### src/design/bdd_pkg.sv
package bdd_pkg;

	localparam int SAMPLE_W  = 16;
	localparam int POS_W     = 16;
	localparam int DERIV_W   = 25;
	localparam int HALF_W    = 10;
	localparam int FRAC_BITS = 4;
	localparam int WEIGHT_W  = 11;
	localparam int TAPW_W    = FRAC_BITS + 1;
	localparam int SUM_W     = 30;
	localparam int DEPTH     = 128;
	localparam int ADDR_W    = $clog2(DEPTH);
	localparam int CNT_W     = 48;
	localparam int PROD_W    = SUM_W + WEIGHT_W + 1;
	localparam int DEN_W     = 2 * WEIGHT_W;
	localparam int DIV_W     = PROD_W + 1 + 9;
	localparam int DIVSR_W   = DEN_W + 1;
	localparam int STEP_W    = $clog2(DIV_W + 1);

	localparam logic [HALF_W-1:0] HALF_MIN   = HALF_W'(1 << FRAC_BITS);
	localparam logic [HALF_W-1:0] HALF_MAX   = HALF_W'(800);
	localparam logic [HALF_W-1:0] HALF_RESET = HALF_W'(40);
	localparam logic [TAPW_W-1:0] ONE_Q      = TAPW_W'(1 << FRAC_BITS);

	typedef enum logic [2:0] {
		ST_IDLE,
		ST_SETUP,
		ST_SUM,
		ST_DRAIN,
		ST_START,
		ST_CALC,
		ST_EMIT
	} state_t;

	typedef struct packed {
		logic                       mem_we;
		logic [ADDR_W-1:0]          mem_waddr;
		logic                       rd_en;
		logic [ADDR_W-1:0]          rd_addr;
		logic                       rd_left;
		logic [TAPW_W-1:0]          rd_weight;
		logic                       clr_sums;
		logic                       calc_start;
		logic [WEIGHT_W-1:0]        rw;
		logic [WEIGHT_W-1:0]        lw;
		logic                       emit;
		logic [POS_W-1:0]           position;
		logic                       last_result;
	} cmd_t;

	typedef struct packed {
		logic calc_done;
		logic out_free;
	} status_t;

endpackage

### src/design/bdd_ctrl.sv
module bdd_ctrl (
	input  logic                       clk,
	input  logic                       arst_n,
	input  logic                       cfg_wr_en,
	input  logic [bdd_pkg::HALF_W-1:0] cfg_wr_data,
	input  logic                       in_valid,
	input  logic                       in_last,
	output logic                       in_ready,
	input  bdd_pkg::status_t           status,
	output bdd_pkg::cmd_t              cmd
);
	import bdd_pkg::*;

	state_t state_q, state_d;
	logic [HALF_W-1:0]   h_q;
	logic [HALF_W-1:0]   hc;
	logic [CNT_W-1:0]    s;
	logic [FRAC_BITS-1:0] a;
	logic [CNT_W-1:0]    seen_q;
	logic [CNT_W-1:0]    i;
	logic [CNT_W-1:0]    x_q, x_end_q, p_q, k_q, k0_q, k1_q;
	logic                has_end_q, left_a_q, right_a_q;
	logic                xfer;
	logic                x_lt_s, tail;
	logic [CNT_W-1:0]    k0_d, k1_d, lw_full, rw_tail, w_frac;

	always_comb begin
		hc = h_q;
		if (h_q < HALF_MIN) hc = HALF_MIN;
		if (h_q > HALF_MAX) hc = HALF_MAX;
	end
	assign s = CNT_W'(hc >> FRAC_BITS);
	assign a = hc[FRAC_BITS-1:0];
	assign i = seen_q;
	assign in_ready = (state_q == ST_IDLE);
	assign xfer = in_valid && in_ready;

	assign x_lt_s  = x_q < s;
	assign tail    = has_end_q && (x_q + s >= p_q);
	assign k0_d    = x_lt_s ? '0 : x_q - s;
	assign k1_d    = tail ? p_q : x_q + s + CNT_W'(1);
	assign lw_full = (x_q + CNT_W'(1)) << FRAC_BITS;
	assign rw_tail = (p_q - x_q) << FRAC_BITS;
	assign w_frac  = (s << FRAC_BITS) + CNT_W'(a);

	always_comb begin
		state_d = state_q;
		unique case (state_q)
			ST_IDLE: begin
				if (xfer) begin
					if (in_last) begin
						if (i >= CNT_W'(1)) state_d = ST_SETUP;
					end else if (i >= s + CNT_W'(1)) begin
						state_d = ST_SETUP;
					end
				end
			end
			ST_SETUP: state_d = ST_SUM;
			ST_SUM:   if (k_q == k1_q) state_d = ST_DRAIN;
			ST_DRAIN: state_d = ST_START;
			ST_START: state_d = ST_CALC;
			ST_CALC:  if (status.calc_done) state_d = ST_EMIT;
			ST_EMIT: begin
				if (status.out_free) begin
					state_d = (x_q + CNT_W'(1) == x_end_q) ? ST_IDLE : ST_SETUP;
				end
			end
			default: state_d = ST_IDLE;
		endcase
	end

	always_comb begin
		cmd = '0;
		cmd.mem_waddr = seen_q[ADDR_W-1:0];
		cmd.rd_addr   = k_q[ADDR_W-1:0];
		cmd.rd_left   = k_q <= x_q;
		cmd.rd_weight = ONE_Q;
		if (k_q == k0_q && left_a_q) cmd.rd_weight = TAPW_W'(a);
		if (k_q == k1_q && right_a_q) cmd.rd_weight = TAPW_W'(a);
		cmd.rw          = tail ? rw_tail[WEIGHT_W-1:0] : w_frac[WEIGHT_W-1:0];
		cmd.lw          = x_lt_s ? lw_full[WEIGHT_W-1:0] : w_frac[WEIGHT_W-1:0];
		cmd.position    = x_q[POS_W-1:0];
		cmd.last_result = has_end_q && (x_q + CNT_W'(1) == p_q);
		unique case (state_q)
			ST_IDLE:  cmd.mem_we = xfer;
			ST_SETUP: cmd.clr_sums = 1'b1;
			ST_SUM:   cmd.rd_en = 1'b1;
			ST_START: cmd.calc_start = 1'b1;
			ST_EMIT:  cmd.emit = status.out_free;
			default: ;
		endcase
	end

	always_ff @(posedge clk or negedge arst_n) begin
		if (!arst_n) begin
			state_q   <= ST_IDLE;
			h_q       <= HALF_RESET;
			seen_q    <= '0;
			x_q       <= '0;
			x_end_q   <= '0;
			p_q       <= '0;
			k_q       <= '0;
			k0_q      <= '0;
			k1_q      <= '0;
			has_end_q <= 1'b0;
			left_a_q  <= 1'b0;
			right_a_q <= 1'b0;
		end else begin
			state_q <= state_d;
			if (cfg_wr_en) h_q <= cfg_wr_data;
			unique case (state_q)
				ST_IDLE: begin
					if (xfer) begin
						if (in_last) begin
							seen_q    <= '0;
							has_end_q <= 1'b1;
							p_q       <= i;
							x_end_q   <= i;
							x_q       <= (i >= s + CNT_W'(1)) ? i - s - CNT_W'(1) : '0;
						end else begin
							seen_q    <= seen_q + CNT_W'(1);
							has_end_q <= 1'b0;
							x_q       <= i - s - CNT_W'(1);
							x_end_q   <= i - s;
						end
					end
				end
				ST_SETUP: begin
					k_q       <= k0_d;
					k0_q      <= k0_d;
					k1_q      <= k1_d;
					left_a_q  <= !x_lt_s;
					right_a_q <= !tail;
				end
				ST_SUM: k_q <= k_q + CNT_W'(1);
				ST_EMIT: if (status.out_free) x_q <= x_q + CNT_W'(1);
				default: ;
			endcase
		end
	end

endmodule

### config.mk
export PLATFORM = sky130hd
export DESIGN_NAME = bdd_ctrl
export DESIGN_NICKNAME = d
export VERILOG_FILES = /design/src/design/bdd_pkg.sv /design/src/design/bdd_ctrl.sv
export SDC_FILE = /design/constraint.sdc
export NUM_CORES = 1
export LEC_CHECK = 0
export ABC_CLOCK_PERIOD_IN_PS = 19220
export BUFFER_PORTS_ARGS = -buffer_cell sky130_fd_sc_hd__buf_2
export CORE_ASPECT_RATIO = 0.8
export CORE_MARGIN = 2
export CORE_UTILIZATION = 45
export CTS_CLUSTER_DIAMETER = 40
export CTS_CLUSTER_SIZE = 24
export DETAILED_ROUTE_END_ITERATION = 6
export PLACE_DENSITY = 0.69
export RECOVER_POWER = 25
export SETUP_SLACK_MARGIN = 0.5
export SYNTH_ARGS = -nofsm -noshare
export SYNTH_HDL_FRONTEND = slang
export SYNTH_SLANG_ARGS = --single-unit
### constraint.sdc
create_clock -name clk -period 19.22 [get_ports clk]
set_input_delay 5.766 -clock clk [delete_from_list [all_inputs] [get_ports clk]]
set_output_delay 5.766 -clock clk [all_outputs]
set_load 0.02 [all_outputs]
==> run metrics <==
clock share of power 19.2%; Final Hold Viols 0; asr flop ratio synth 100%; Crit Path Max Fanout 57; Worst Skew 0.0387 ns; YS warnings 0; maximum vdd drop 88.9 uV; Syn Area/Cell 7.99 um2; CTS Root Buffer Type clkbuf_16; worst min-delay path class register to register; reg-to-reg slack, setup 11.26 ns; violated checks capacitance limit, slew limit; hold path depth 2; H-tree depth 2; final-report max-slew violation count 173; Final GP Congestion 1.06; Vias/cell 6.11; Layout area overhead 8.75%; worst reg2reg path depth 21; IO Count 82; Crit Path Class register to output port; Pwr Density 185 mW/mm2; Hold Slack 0.485 ns; design area 0.0311 mm2; CP Data Required Time 13.45 ns; Post-CTS Setup Repair Bufs 0; synthesized area 0.0286 mm2; startpoint types register; die area 0.0656 mm2; sequential power share 25.9%; maximum clock rate 0.0747 GHz; leak pwr 12.7 nW; CP endpoint kind output port; fin nets 3650; routed wire length 102000 um; Placement Rows 82; Hold-fix buffers, CTS 0; Final Cycle Share 69.7%; total power 5.76 mW; Critical Path AT 7.63 ns; Clock transition at path regs 0.05 ns; Tmin final 13.39 ns; vias in the first global route 24.8k; internal power 2.82 mW; Post-Syn Instances 3583; Sw Pwr 2.94 mW; Worst Tran Pin Value 4.44 ns; Num CTS Buffers 61; height of the die 230 um; drc violations 0; Post-synth EDFFs 0; Sw Share 51.0%; Initial Util 45.6%; PostCTS Resize Cnt 0; GRT Total Usage 30.7%; Post-DP Area 0.0291 mm2; first-pass GRT wire length 155000 um; Final TNS setup 0 ns; initial antenna violation count 0; fraction of layout cells with a size suffix above 1 8.04%; CTS tree built; Synth cell types 107; via count 26.8k; GR Overflow Total 0; status finished with violations; Setup-failing EPs final 0; hold path start left_a_q$_DFFE_PN0P_; sequential area share after synthesis 30.8%; Util after Layout 49.6%; width of the die 286 um; drt first-iter violations 3346; register bit count reported by yosys 352; clk_lat worst skew 0.67 ns; detailed placer's ending HPWL 77700 um; clk buf depth 3; ANT nets after route 0; RSZ-0062 raised after global routing false; Core Area 0.0628 mm2; Reg2Reg Capture Point k1_q[46]$_DFFE_PN0P_; number of diodes 0; max-cap violations 3; largest net degree at the start of global routing 151; combinational cell fraction of total power 55.0%; clk sinks 352; routed len/inst 23.3 um; syn_nets 3740; # port buffers 81; top_reg_cell synth dfrtp_1; worst r2r src h_q[4]$_DFFE_PN0P_; WHS Endpoint left_a_q$_DFFE_PN0P_; drt pass-1 iters 5; worst relative slew slack -196%
[worst max-delay path by stage]
stage,startpoint,to,slack (ns),cells after the start
after detailed placement,h_q[4]$_DFFE_PN0P_,cmd[35],6.59,20
after global placement,status[0],cmd[17],6.78,5
after global routing,h_q[4]$_DFFE_PN0P_,cmd[37],5.27,20
after floorplan,in_valid,cmd[63],7.06,3
final,h_q[4]$_DFFE_PN0P_,cmd[37],5.83,20
after CTS,h_q[4]$_DFFE_PN0P_,cmd[36],5.89,20
[layout by cell type (no fill, tap or decap), drive strengths merged, types with 17 or more instances in the layout]
master	netlist	layout
a21oi	182	182
o22ai	29	29
nand4	98	98
xnor2	336	336
buf	80	104
inv	164	183
nand2	406	406
and4	23	23
nor2b	20	20
dfrtp	350	350
ha	136	136
and3	42	42
clkbuf	187	80
a31oi	17	17
nor4	99	99
or3	35	35
xor2	169	169
clkinv	9	25
nor3	105	105
a21o	35	35
nand3	118	118
a211oi	32	32
nor2	327	327
nand2b	25	25
o21ai	284	284
[critical path: stages (launching register included)]
cell and delay, ns:
dfrtp_1 0.41, or4_1 0.52, o21ai_0 0.19, a21oi_1 0.13, nor2_1 0.58, inv_1 0.23
ha_1 0.35, a21oi_1 0.31, o21a_1 0.59, a2111oi_2 0.17, xnor2_1 0.45, inv_1 0.13
ha_1 0.32, a21o_1 0.16, a21oi_1 0.21, o211ai_1 0.16, a2111oi_0 0.91, o311a_4 0.70
nor2_1 0.10, a21oi_1 0.16, buf_2 0.19
[synth_stat cells, types with 9 or more instances]
master,number,share of area [%]
a31oi_1,17,0.37
nand3_1,115,2.0
ha_1,136,5.9
nor3_1,105,1.8
dfrtp_1,350,31
nand2b_1,24,0.52
a21o_1,35,0.92
or4_1,14,0.37
a221oi_1,11,0.34
o21a_1,11,0.29
o31ai_1,9,0.24
nor2b_1,20,0.44
xor2_1,169,5.2
a211oi_1,32,0.84
o211ai_1,13,0.34
o21ai_0,280,4.9
nor4_1,90,2.0
clkinv_1,9,0.12
buf_1,10,0.13
mux2_2,10,0.39
or2_2,11,0.24
nor2_1,327,4.3
nor3b_1,10,0.26
buf_4,35,0.92
buf_2,27,0.47
xnor2_1,336,10
nand4_1,98,2.1
a21oi_1,182,3.2
and3_1,40,0.87
o22ai_1,29,0.63
or3_1,33,0.72
o221ai_1,15,0.46
and4_1,23,0.70
clkbuf_1,182,2.4
o21bai_1,11,0.29
nand2_1,406,5.3
inv_1,160,2.1
[area by class of cell]
type | count | area (um2)
repair buffers | 114 | 636
clock buffers | 70 | 1590
well taps | 840 | 1050
inverters | 173 | 649
clock inverters | 46 | 479
fillers | 6154 | 31700
multi-input cells | 2791 | 17900
flip-flops and latches | 352 | 8810
[layer usage]
layer	GRT usage [%]	part of all wire, %
met4	10.5	3.6
met3	6.92	10
met2	44.9	42
met5	0	0
met1	44.3	44
[kinds of logic (layout without fill, tap and decap cells)]
group,count (synthesis),after routing,share of synthesized area [%]
other,1,1,0.0131
DFF,352,352,30.8
adders and majority gates,140,140,6.23
buffers and inverters,440,403,6.72
muxes,17,17,0.638
xor gates and xnor gates,505,505,15.5
AOI/OAI and AO/OA,753,753,16.4
and+or+nand+nor,1375,1375,23.8
[sequential cells by signal, summed over array words and instances (netlist names)]
name	flops
k1_q	48
k_q	48
state_q	3
x_end_q	48
p_q	48
has_end_q	1
left_a_q	1
x_q	48
h_q	10
k0_q	48
i	48
right_a_q	1
[power groups by stage]
| stage | Combinational [mW] | Clock, mW | Sequential [mW] |
|---|---|---|---|
| 2_1_floorplan | 2.39 | 0 | 1.21 |
| 3_3_place_gp | 3.03 | 0 | 1.48 |
| 3_5_place_dp | 3.06 | 0 | 1.48 |
| 4_1_cts | 3.08 | 1.11 | 1.47 |
| 5_1_grt | 3.45 | 1.15 | 1.52 |
| 6_report | 3.16 | 1.10 | 1.49 |
[through the flow]
step | setup WS (ns) | std cells
after floorplan | 7.06 | 3583
after global placement | 6.78 | 4270
after detailed placement | 6.59 | 4270
after CTS | 5.89 | 4386
after global routing | 5.27 | 4386
final | 5.83 | 4386
Power figures use the tool's default switching activity.
