File: config.mk
export PLATFORM = sky130hd
export DESIGN_NAME = bdd_datapath
export DESIGN_NICKNAME = d
export VERILOG_FILES = /design/src/design/bdd_pkg.sv /design/src/design/bdd_datapath.sv
export SDC_FILE = /design/constraint.sdc
export NUM_CORES = 2
export LEC_CHECK = 0
export BUFFER_PORTS_ARGS = -buffer_cell sky130_fd_sc_hd__clkbuf_2
export CORE_UTILIZATION = 66
export DETAILED_ROUTE_END_ITERATION = 10
export GPL_TIMING_DRIVEN = 1
export PLACE_DENSITY = 0.83
export SYNTH_ARGS = -nofsm -noshare
export SYNTH_HDL_FRONTEND = slang
export SYNTH_SLANG_ARGS = --single-unit
File: constraint.sdc
create_clock -name clk -period 18.3 [get_ports clk]
set_clock_uncertainty 0.05 [all_clocks]
set_input_delay 2.745 -clock clk [delete_from_list [all_inputs] [get_ports clk]]
set_output_delay 2.745 -clock clk [all_outputs]
set_load 0.005 [all_outputs]
File: src/design/bdd_pkg.sv
package bdd_pkg;

	localparam int SAMPLE_W  = 16;
	localparam int POS_W     = 16;
	localparam int DERIV_W   = 25;
	localparam int HALF_W    = 10;
	localparam int FRAC_BITS = 4;
	localparam int WEIGHT_W  = 11;
	localparam int TAPW_W    = FRAC_BITS + 1;
	localparam int SUM_W     = 30;
	localparam int DEPTH     = 128;
	localparam int ADDR_W    = $clog2(DEPTH);
	localparam int CNT_W     = 48;
	localparam int PROD_W    = SUM_W + WEIGHT_W + 1;
	localparam int DEN_W     = 2 * WEIGHT_W;
	localparam int DIV_W     = PROD_W + 1 + 9;
	localparam int DIVSR_W   = DEN_W + 1;
	localparam int STEP_W    = $clog2(DIV_W + 1);

	localparam logic [HALF_W-1:0] HALF_MIN   = HALF_W'(1 << FRAC_BITS);
	localparam logic [HALF_W-1:0] HALF_MAX   = HALF_W'(800);
	localparam logic [HALF_W-1:0] HALF_RESET = HALF_W'(40);
	localparam logic [TAPW_W-1:0] ONE_Q      = TAPW_W'(1 << FRAC_BITS);

	typedef enum logic [2:0] {
		ST_IDLE,
		ST_SETUP,
		ST_SUM,
		ST_DRAIN,
		ST_START,
		ST_CALC,
		ST_EMIT
	} state_t;

	typedef struct packed {
		logic                       mem_we;
		logic [ADDR_W-1:0]          mem_waddr;
		logic                       rd_en;
		logic [ADDR_W-1:0]          rd_addr;
		logic                       rd_left;
		logic [TAPW_W-1:0]          rd_weight;
		logic                       clr_sums;
		logic                       calc_start;
		logic [WEIGHT_W-1:0]        rw;
		logic [WEIGHT_W-1:0]        lw;
		logic                       emit;
		logic [POS_W-1:0]           position;
		logic                       last_result;
	} cmd_t;

	typedef struct packed {
		logic calc_done;
		logic out_free;
	} status_t;

endpackage

File: src/design/bdd_datapath.sv
module bdd_datapath (
	input  logic                              clk,
	input  logic                              arst_n,
	input  bdd_pkg::cmd_t                     cmd,
	output bdd_pkg::status_t                  status,
	input  logic signed [bdd_pkg::SAMPLE_W-1:0] sample,
	input  logic                              out_ready,
	output logic                              out_valid,
	output logic [bdd_pkg::POS_W-1:0]         position,
	output logic signed [bdd_pkg::DERIV_W-1:0] derivative,
	output logic                              last_result,
	output logic                              weight_error
);
	import bdd_pkg::*;

	logic signed [SAMPLE_W-1:0] mem_q [DEPTH];
	logic signed [SAMPLE_W-1:0] rd_data_s1;
	logic                       rd_valid_s1, rd_left_s1;
	logic [TAPW_W-1:0]          rd_weight_s1;
	logic signed [SUM_W-1:0]    ls_q, rs_q;
	logic signed [SUM_W-1:0]    tap;
	logic [WEIGHT_W-1:0]        rw_q, lw_q;

	logic [2:0]                 phase_q;
	logic signed [SUM_W-1:0]    op_a;
	logic [WEIGHT_W-1:0]        op_b;
	logic signed [PROD_W-1:0]   prod, prod_q, num1_q, num_q;
	logic [PROD_W-1:0]          mag;
	logic                       neg_q, err_q, busy_q, done_q;
	logic [DIV_W-1:0]           dvd_q;
	logic [DIVSR_W-1:0]         dvs_q, rem_q;
	logic [DIVSR_W:0]           trial;
	logic [STEP_W-1:0]          step_q;
	logic [DIV_W-1:0]           dvd_init;
	logic [DERIV_W-1:0]         qv;

	logic                       out_valid_q, last_q, err_out_q;
	logic [POS_W-1:0]           pos_q;
	logic signed [DERIV_W-1:0]  deriv_q;

	always_ff @(posedge clk) begin
		if (cmd.mem_we) mem_q[cmd.mem_waddr] <= sample;
		if (cmd.rd_en) rd_data_s1 <= mem_q[cmd.rd_addr];
	end

	assign tap = SUM_W'(rd_data_s1 * $signed({1'b0, rd_weight_s1}));

	always_comb begin
		op_a = rs_q;
		op_b = lw_q;
		unique case (phase_q)
			3'd1: begin
				op_a = ls_q;
				op_b = rw_q;
			end
			3'd2: begin
				op_a = SUM_W'(rw_q);
				op_b = lw_q;
			end
			default: ;
		endcase
	end
	assign prod = PROD_W'(op_a * $signed({1'b0, op_b}));
	assign mag  = num_q[PROD_W-1] ? PROD_W'(-num_q) : PROD_W'(num_q);
	assign dvd_init = ({mag, 9'b0} | DIV_W'(0)) + DIV_W'(prod_q[DEN_W-1:0]);
	assign trial = {rem_q, dvd_q[DIV_W-1]};
	assign qv = dvd_q[DERIV_W-1:0];

	always_ff @(posedge clk or negedge arst_n) begin
		if (!arst_n) begin
			rd_valid_s1 <= 1'b0;
			phase_q     <= '0;
			busy_q      <= 1'b0;
			done_q      <= 1'b0;
			out_valid_q <= 1'b0;
		end else begin
			rd_valid_s1 <= cmd.rd_en;
			if (cmd.calc_start) begin
				phase_q <= 3'd1;
				done_q  <= 1'b0;
			end else if (phase_q == 3'd1) begin
				phase_q <= 3'd2;
			end else if (phase_q == 3'd2) begin
				phase_q <= 3'd3;
			end else if (phase_q == 3'd3) begin
				phase_q <= '0;
				if (err_q) done_q <= 1'b1;
				else busy_q <= 1'b1;
			end else if (busy_q && step_q == STEP_W'(DIV_W - 1)) begin
				busy_q <= 1'b0;
				done_q <= 1'b1;
			end
			if (cmd.emit) out_valid_q <= 1'b1;
			else if (out_ready) out_valid_q <= 1'b0;
		end
	end

	always_ff @(posedge clk) begin
		rd_left_s1   <= cmd.rd_left;
		rd_weight_s1 <= cmd.rd_weight;
		if (cmd.clr_sums) begin
			ls_q <= '0;
			rs_q <= '0;
			rw_q <= cmd.rw;
			lw_q <= cmd.lw;
		end else if (rd_valid_s1) begin
			if (rd_left_s1) ls_q <= ls_q + tap;
			else rs_q <= rs_q + tap;
		end
		if (cmd.calc_start) begin
			prod_q <= prod;
			err_q  <= (rw_q == '0) || (lw_q == '0);
		end else if (phase_q == 3'd1) begin
			num1_q <= prod_q;
			prod_q <= prod;
		end else if (phase_q == 3'd2) begin
			num_q  <= num1_q - prod_q;
			prod_q <= prod;
		end else if (phase_q == 3'd3) begin
			neg_q  <= num_q[PROD_W-1];
			dvd_q  <= dvd_init;
			dvs_q  <= {prod_q[DEN_W-1:0], 1'b0};
			rem_q  <= '0;
			step_q <= '0;
		end else if (busy_q) begin
			step_q <= step_q + STEP_W'(1);
			if (trial >= {1'b0, dvs_q}) begin
				rem_q <= DIVSR_W'(trial - {1'b0, dvs_q});
				dvd_q <= {dvd_q[DIV_W-2:0], 1'b1};
			end else begin
				rem_q <= trial[DIVSR_W-1:0];
				dvd_q <= {dvd_q[DIV_W-2:0], 1'b0};
			end
		end
		if (cmd.emit) begin
			pos_q     <= cmd.position;
			last_q    <= cmd.last_result;
			err_out_q <= err_q;
			if (err_q) deriv_q <= '0;
			else deriv_q <= neg_q ? $signed(-qv) : $signed(qv);
		end
	end

	assign status.calc_done = done_q;
	assign status.out_free  = !out_valid_q || out_ready;
	assign out_valid    = out_valid_q;
	assign position     = pos_q;
	assign derivative   = deriv_q;
	assign last_result  = last_q;
	assign weight_error = err_out_q;

endmodule

==> metrics.log <==
[metrics] CORE AREA: between 150000 and 200000 µm²
[metrics] cell types with the largest area share after synthesis: sky130_fd_sc_hd__edfxtp_1 62%, sky130_fd_sc_hd__mux4_2 13%, sky130_fd_sc_hd__fa_1 6.0%
[metrics] Die Height: roughly 420 µm
[metrics] root buffer cell: sky130_fd_sc_hd__clkbuf_16
[metrics] worst-case vdd ir drop: roughly 120 µV
[metrics] total routing usage reported by global routing: 0.357
[metrics] wire length of the first global-routing pass: approximately 450000 µm
[metrics] total number of H-tree levels: 4
[metrics] required time of the worst setup path: 18.84 ns
[metrics] CTS Hold Buffers Added: 0
[metrics] Routed wire per std cell: 31.9 µm
[metrics] unrepaired setup endpoints after global routing: false
[metrics] Post-Syn Instances: between 6000 and 7000
[metrics] overall via count from detail_route: between 60000 and 70000
[metrics] worst endpoint data arrival time: between 9 and 10 ns
[metrics] number of antenna violations at the first check in global routing: 19
[metrics] PwrDens: about 140 nW/µm²
[metrics] PnR worst setup slack: around 9.8 ns
[metrics] Yosys warning total: 0
[metrics] R2R depth: 25
[metrics] Hold Path End: num1_q[29]
[metrics] ranking of synthesized cells by instance count: 2360 x sky130_fd_sc_hd__edfxtp_1, 672 x sky130_fd_sc_hd__mux4_2, 564 x sky130_fd_sc_hd__inv_1, 492 x sky130_fd_sc_hd__nand2_1, 363 x sky130_fd_sc_hd__nor2_1
[metrics] reg-to-reg startpoint: phase_q[1]
[metrics] port buffer count: between 100 and 150
[metrics] end of the worst register-to-register path: prod_q[41]
[metrics] pre-CTS worst setup slack: 10.07 ns
[metrics] count of distinct cell types in the synthesized netlist: 86
[metrics] width of the die: roughly 420 µm
[metrics] Setup violations, final: 0
[metrics] Critical Path Start Type: register
[metrics] status: finished, final reports clean
[metrics] path type of the worst setup path: reg2reg
[metrics] Netlist Area Pre-Place: around 110000 µm²
[metrics] number of synthesized register bits: ~2400
[metrics] count of cells resized by post-cts repair: 0
[metrics] Clock Path Buffers: 3
[metrics] I/O pin count: approximately 130
[metrics] number of vias per cell after detailed routing: 6.80
[metrics] P&R area growth vs syn: 10.2%
[metrics] slew at the pin with the worst max-slew slack: 1.30 ns
[metrics] number of violations reported at the end of detailed-routing iteration 0: 9146
[metrics] Synth area leader: sky130_fd_sc_hd__edfxtp_1
[metrics] site row count: roughly 150
[metrics] net count of the finished layout: approximately 7800
[metrics] final RePlAce weighted congestion: roughly 0.9
[metrics] Placed Cells: about 9200
[metrics] final worst path period need: between 8 and 9 ns
[metrics] number of inserted filler cells in the final layout: 9644
[metrics] Post-Syn Nets: approximately 7600
[metrics] Die Area: ~180000 µm²
[metrics] critical path peak fanout: 47
[metrics] number of maximum-capacitance constraint violations: 0
[metrics] Congestion Overflow GR: 0
[metrics] post-route setup TNS: 0 ns
[metrics] async set-or-reset flop fraction in the synthesized netlist: 0.00247
[metrics] Final Instance Count excl. Fillers: about 9600
[metrics] share of synthesized area occupied by flip-flops and latches: 0.632
[metrics] worst setup slack for register-to-register paths: ~9.8 ns
[metrics] Slew headroom: 0.136
[metrics] vias in the first global route: ~67000
[metrics] clock edge transition at the registers on the reported setup and hold paths: 0.06 ns
[metrics] Crit. End Element: register
[metrics] Design Power: approximately 18 mW
[metrics] clock latency on the worst-skew pair: ~0.9 ns
[metrics] post-CTS repair timing setup buffer count: 0
[metrics] DP Area: 119000 µm²
[metrics] most common cell in the synthesized netlist: sky130_fd_sc_hd__edfxtp_1
[metrics] Post-synth top flop: sky130_fd_sc_hd__edfxtp_1
[metrics] post-detail-place hpwl: 178000 µm
[metrics] achievable frequency: about 120 MHz
[metrics] final design area excluding fillers: approximately 130000 µm²
[metrics] share of the synthesized area in the top cell type: 0.619
[metrics] depth of the worst hold-timing path: 0
[metrics] pin count of the biggest net entering global routing: about 160
[metrics] number of flops mapped to enable cells by yosys: about 2400
[metrics] origin of the worst min-delay path: prod_q[29]
[metrics] final number of hold-violating endpoints: 0
[metrics] initial core utilization: 0.666
[metrics] count of antenna-violating nets left after detailed routing: 0
[metrics] number of max-slew violations in the final report: 0
[metrics] clock buffers created by TritonCTS: about 230
[metrics] sink count of the clock tree: around 2400
[metrics] share of final-layout standard cells stronger than drive strength 1: 0.201
[metrics] leakage: 44.4 nW
[metrics] CTS tree: done
[metrics] DRC Markers: 0
[metrics] worst hold path class: reg2reg
[metrics] total wire length: just over 300000 µm
[metrics] detailed-routing iteration count for the pre-antenna-repair pass: 6
[metrics] mean area per synthesized cell: 16.6 µm²
[metrics] portion of the clock cycle consumed by the worst path in the final layout: 0.464
[through the flow]
| stage | util | hold WS (ns) |
|---|---|---|
| after floorplan | - | 0.374 |
| after global placement | 0.689 | 0.387 |
| after detailed placement | 0.689 | 0.383 |
| after CTS | 0.734 | 0.355 |
| after global routing | 0.734 | 0.365 |
| final | 0.734 | 0.347 |
[sequential cells by signal, indices dropped and copies added, names as in the netlist, 22 cells and up]
signal and flops:
derivative 25, mem_q 2048, prod_q 42, rem_q 23, rs_q 30, num_q 42
ls_q 30, num1_q 42, dvs_q 22, dvd_q 52
[critical path: stages, from the launching register on]
cell and delay, ns:
sky130_fd_sc_hd__dfrtp_1 0.47, sky130_fd_sc_hd__inv_1 0.09, sky130_fd_sc_hd__ha_2 0.24, sky130_fd_sc_hd__buf_4 0.50, sky130_fd_sc_hd__a22oi_1 0.19, sky130_fd_sc_hd__o21ai_1 0.96, sky130_fd_sc_hd__nand2_1 0.20, sky130_fd_sc_hd__fa_1 0.55
sky130_fd_sc_hd__fa_1 0.52, sky130_fd_sc_hd__inv_1 0.06, sky130_fd_sc_hd__fa_1 0.46, sky130_fd_sc_hd__fa_1 0.54, sky130_fd_sc_hd__inv_1 0.05, sky130_fd_sc_hd__fa_1 0.48, sky130_fd_sc_hd__inv_1 0.04, sky130_fd_sc_hd__ha_1 0.36
sky130_fd_sc_hd__nand2_1 0.10, sky130_fd_sc_hd__o21ai_0 0.25, sky130_fd_sc_hd__a31oi_1 0.14, sky130_fd_sc_hd__a21oi_1 0.30, sky130_fd_sc_hd__nor3_1 0.11, sky130_fd_sc_hd__nor3_1 0.59, sky130_fd_sc_hd__a211oi_1 0.28, sky130_fd_sc_hd__o31ai_1 0.39
sky130_fd_sc_hd__a21oi_1 0.17, sky130_fd_sc_hd__xnor2_1 0.14
[power by group]
group	switching, mW	total (mW)	internal (mW)	leakage (nW)
clock	2.22	4.87	2.64	3.71
combinational	3.86	6.43	2.56	18.6
sequential	0.266	6.89	6.62	22.0
total	6.35	18.2	11.8	44.4
[cells by family (layout without fill, tap and decap cells)]
kind of cell | count (synthesis) | after routing | synth area share
DFF | 2432 | 2432 | 0.632
other | 0 | 8 | 0
muxes | 769 | 769 | 0.141
xor gates and xnor gates | 255 | 255 | 0.0196
buffers and inverters | 846 | 1301 | 0.0278
and+or+nand+nor | 1304 | 1304 | 0.0528
adders and majority gates | 613 | 613 | 0.0894
AOI/OAI and AO/OA | 657 | 657 | 0.0369
[metal layers]
| layer | wire length (µm) | global-route usage |
|---|---|---|
| met2 | 153000 | 0.587 |
| met1 | 102000 | 0.451 |
| met5 | 114 | 0 |
| met4 | 19500 | 0.199 |
| met3 | 32600 | 0.0702 |
[how the worst max path moves through the flow]
stage / slack [ns] / cells after the start / end / startpoint
2_1_floorplan: 9.35 / 1 / dvd_q[0] / cmd[40]
3_3_place_gp: 10.14 / 8 / rd_data_s1[13] / cmd[48]
3_5_place_dp: 10.07 / 8 / rd_data_s1[13] / cmd[48]
4_1_cts: 10.05 / 25 / prod_q[41] / phase_q[1]
5_1_grt: 9.49 / 25 / prod_q[41] / phase_q[1]
6_report: 9.81 / 25 / prod_q[41] / phase_q[1]
[cell usage in the layout (no fill, tap or decap), types with 28 or more instances in the layout]
cell type                   instances
sky130_fd_sc_hd__a21o_1            89
sky130_fd_sc_hd__a21oi_1          188
sky130_fd_sc_hd__and2_1            92
sky130_fd_sc_hd__buf_4            189
sky130_fd_sc_hd__clkbuf_1          32
sky130_fd_sc_hd__clkbuf_16        229
sky130_fd_sc_hd__clkbuf_2         107
sky130_fd_sc_hd__clkinv_1          56
sky130_fd_sc_hd__clkinv_2          61
sky130_fd_sc_hd__dfxtp_1           66
sky130_fd_sc_hd__edfxtp_1        2360
sky130_fd_sc_hd__fa_1             341
sky130_fd_sc_hd__ha_1             269
sky130_fd_sc_hd__inv_1            564
sky130_fd_sc_hd__mux2_2            67
sky130_fd_sc_hd__mux2i_1           28
sky130_fd_sc_hd__mux4_2           672
sky130_fd_sc_hd__nand2_1          492
sky130_fd_sc_hd__nand3_1           61
sky130_fd_sc_hd__nor2_1           329
sky130_fd_sc_hd__nor2_2            34
sky130_fd_sc_hd__nor2b_1           73
sky130_fd_sc_hd__nor3_1            48
sky130_fd_sc_hd__o21a_1            28
sky130_fd_sc_hd__o21ai_0          131
sky130_fd_sc_hd__o21bai_1          32
sky130_fd_sc_hd__xnor2_1          164
sky130_fd_sc_hd__xor2_1            89
[final cells by class]
type	count	area (µm²)	area share
inverter	564	2120	0.0168
clock buffer	261	5850	0.0464
antenna	8	20.0	0.000159
sequential	2432	72300	0.573
clock inverter	173	1770	0.0140
timing repair buffer	303	2060	0.0164
multi-input combinational	3598	39100	0.310
tap	2310	2890	0.0229
Power figures use the tool's default switching activity.
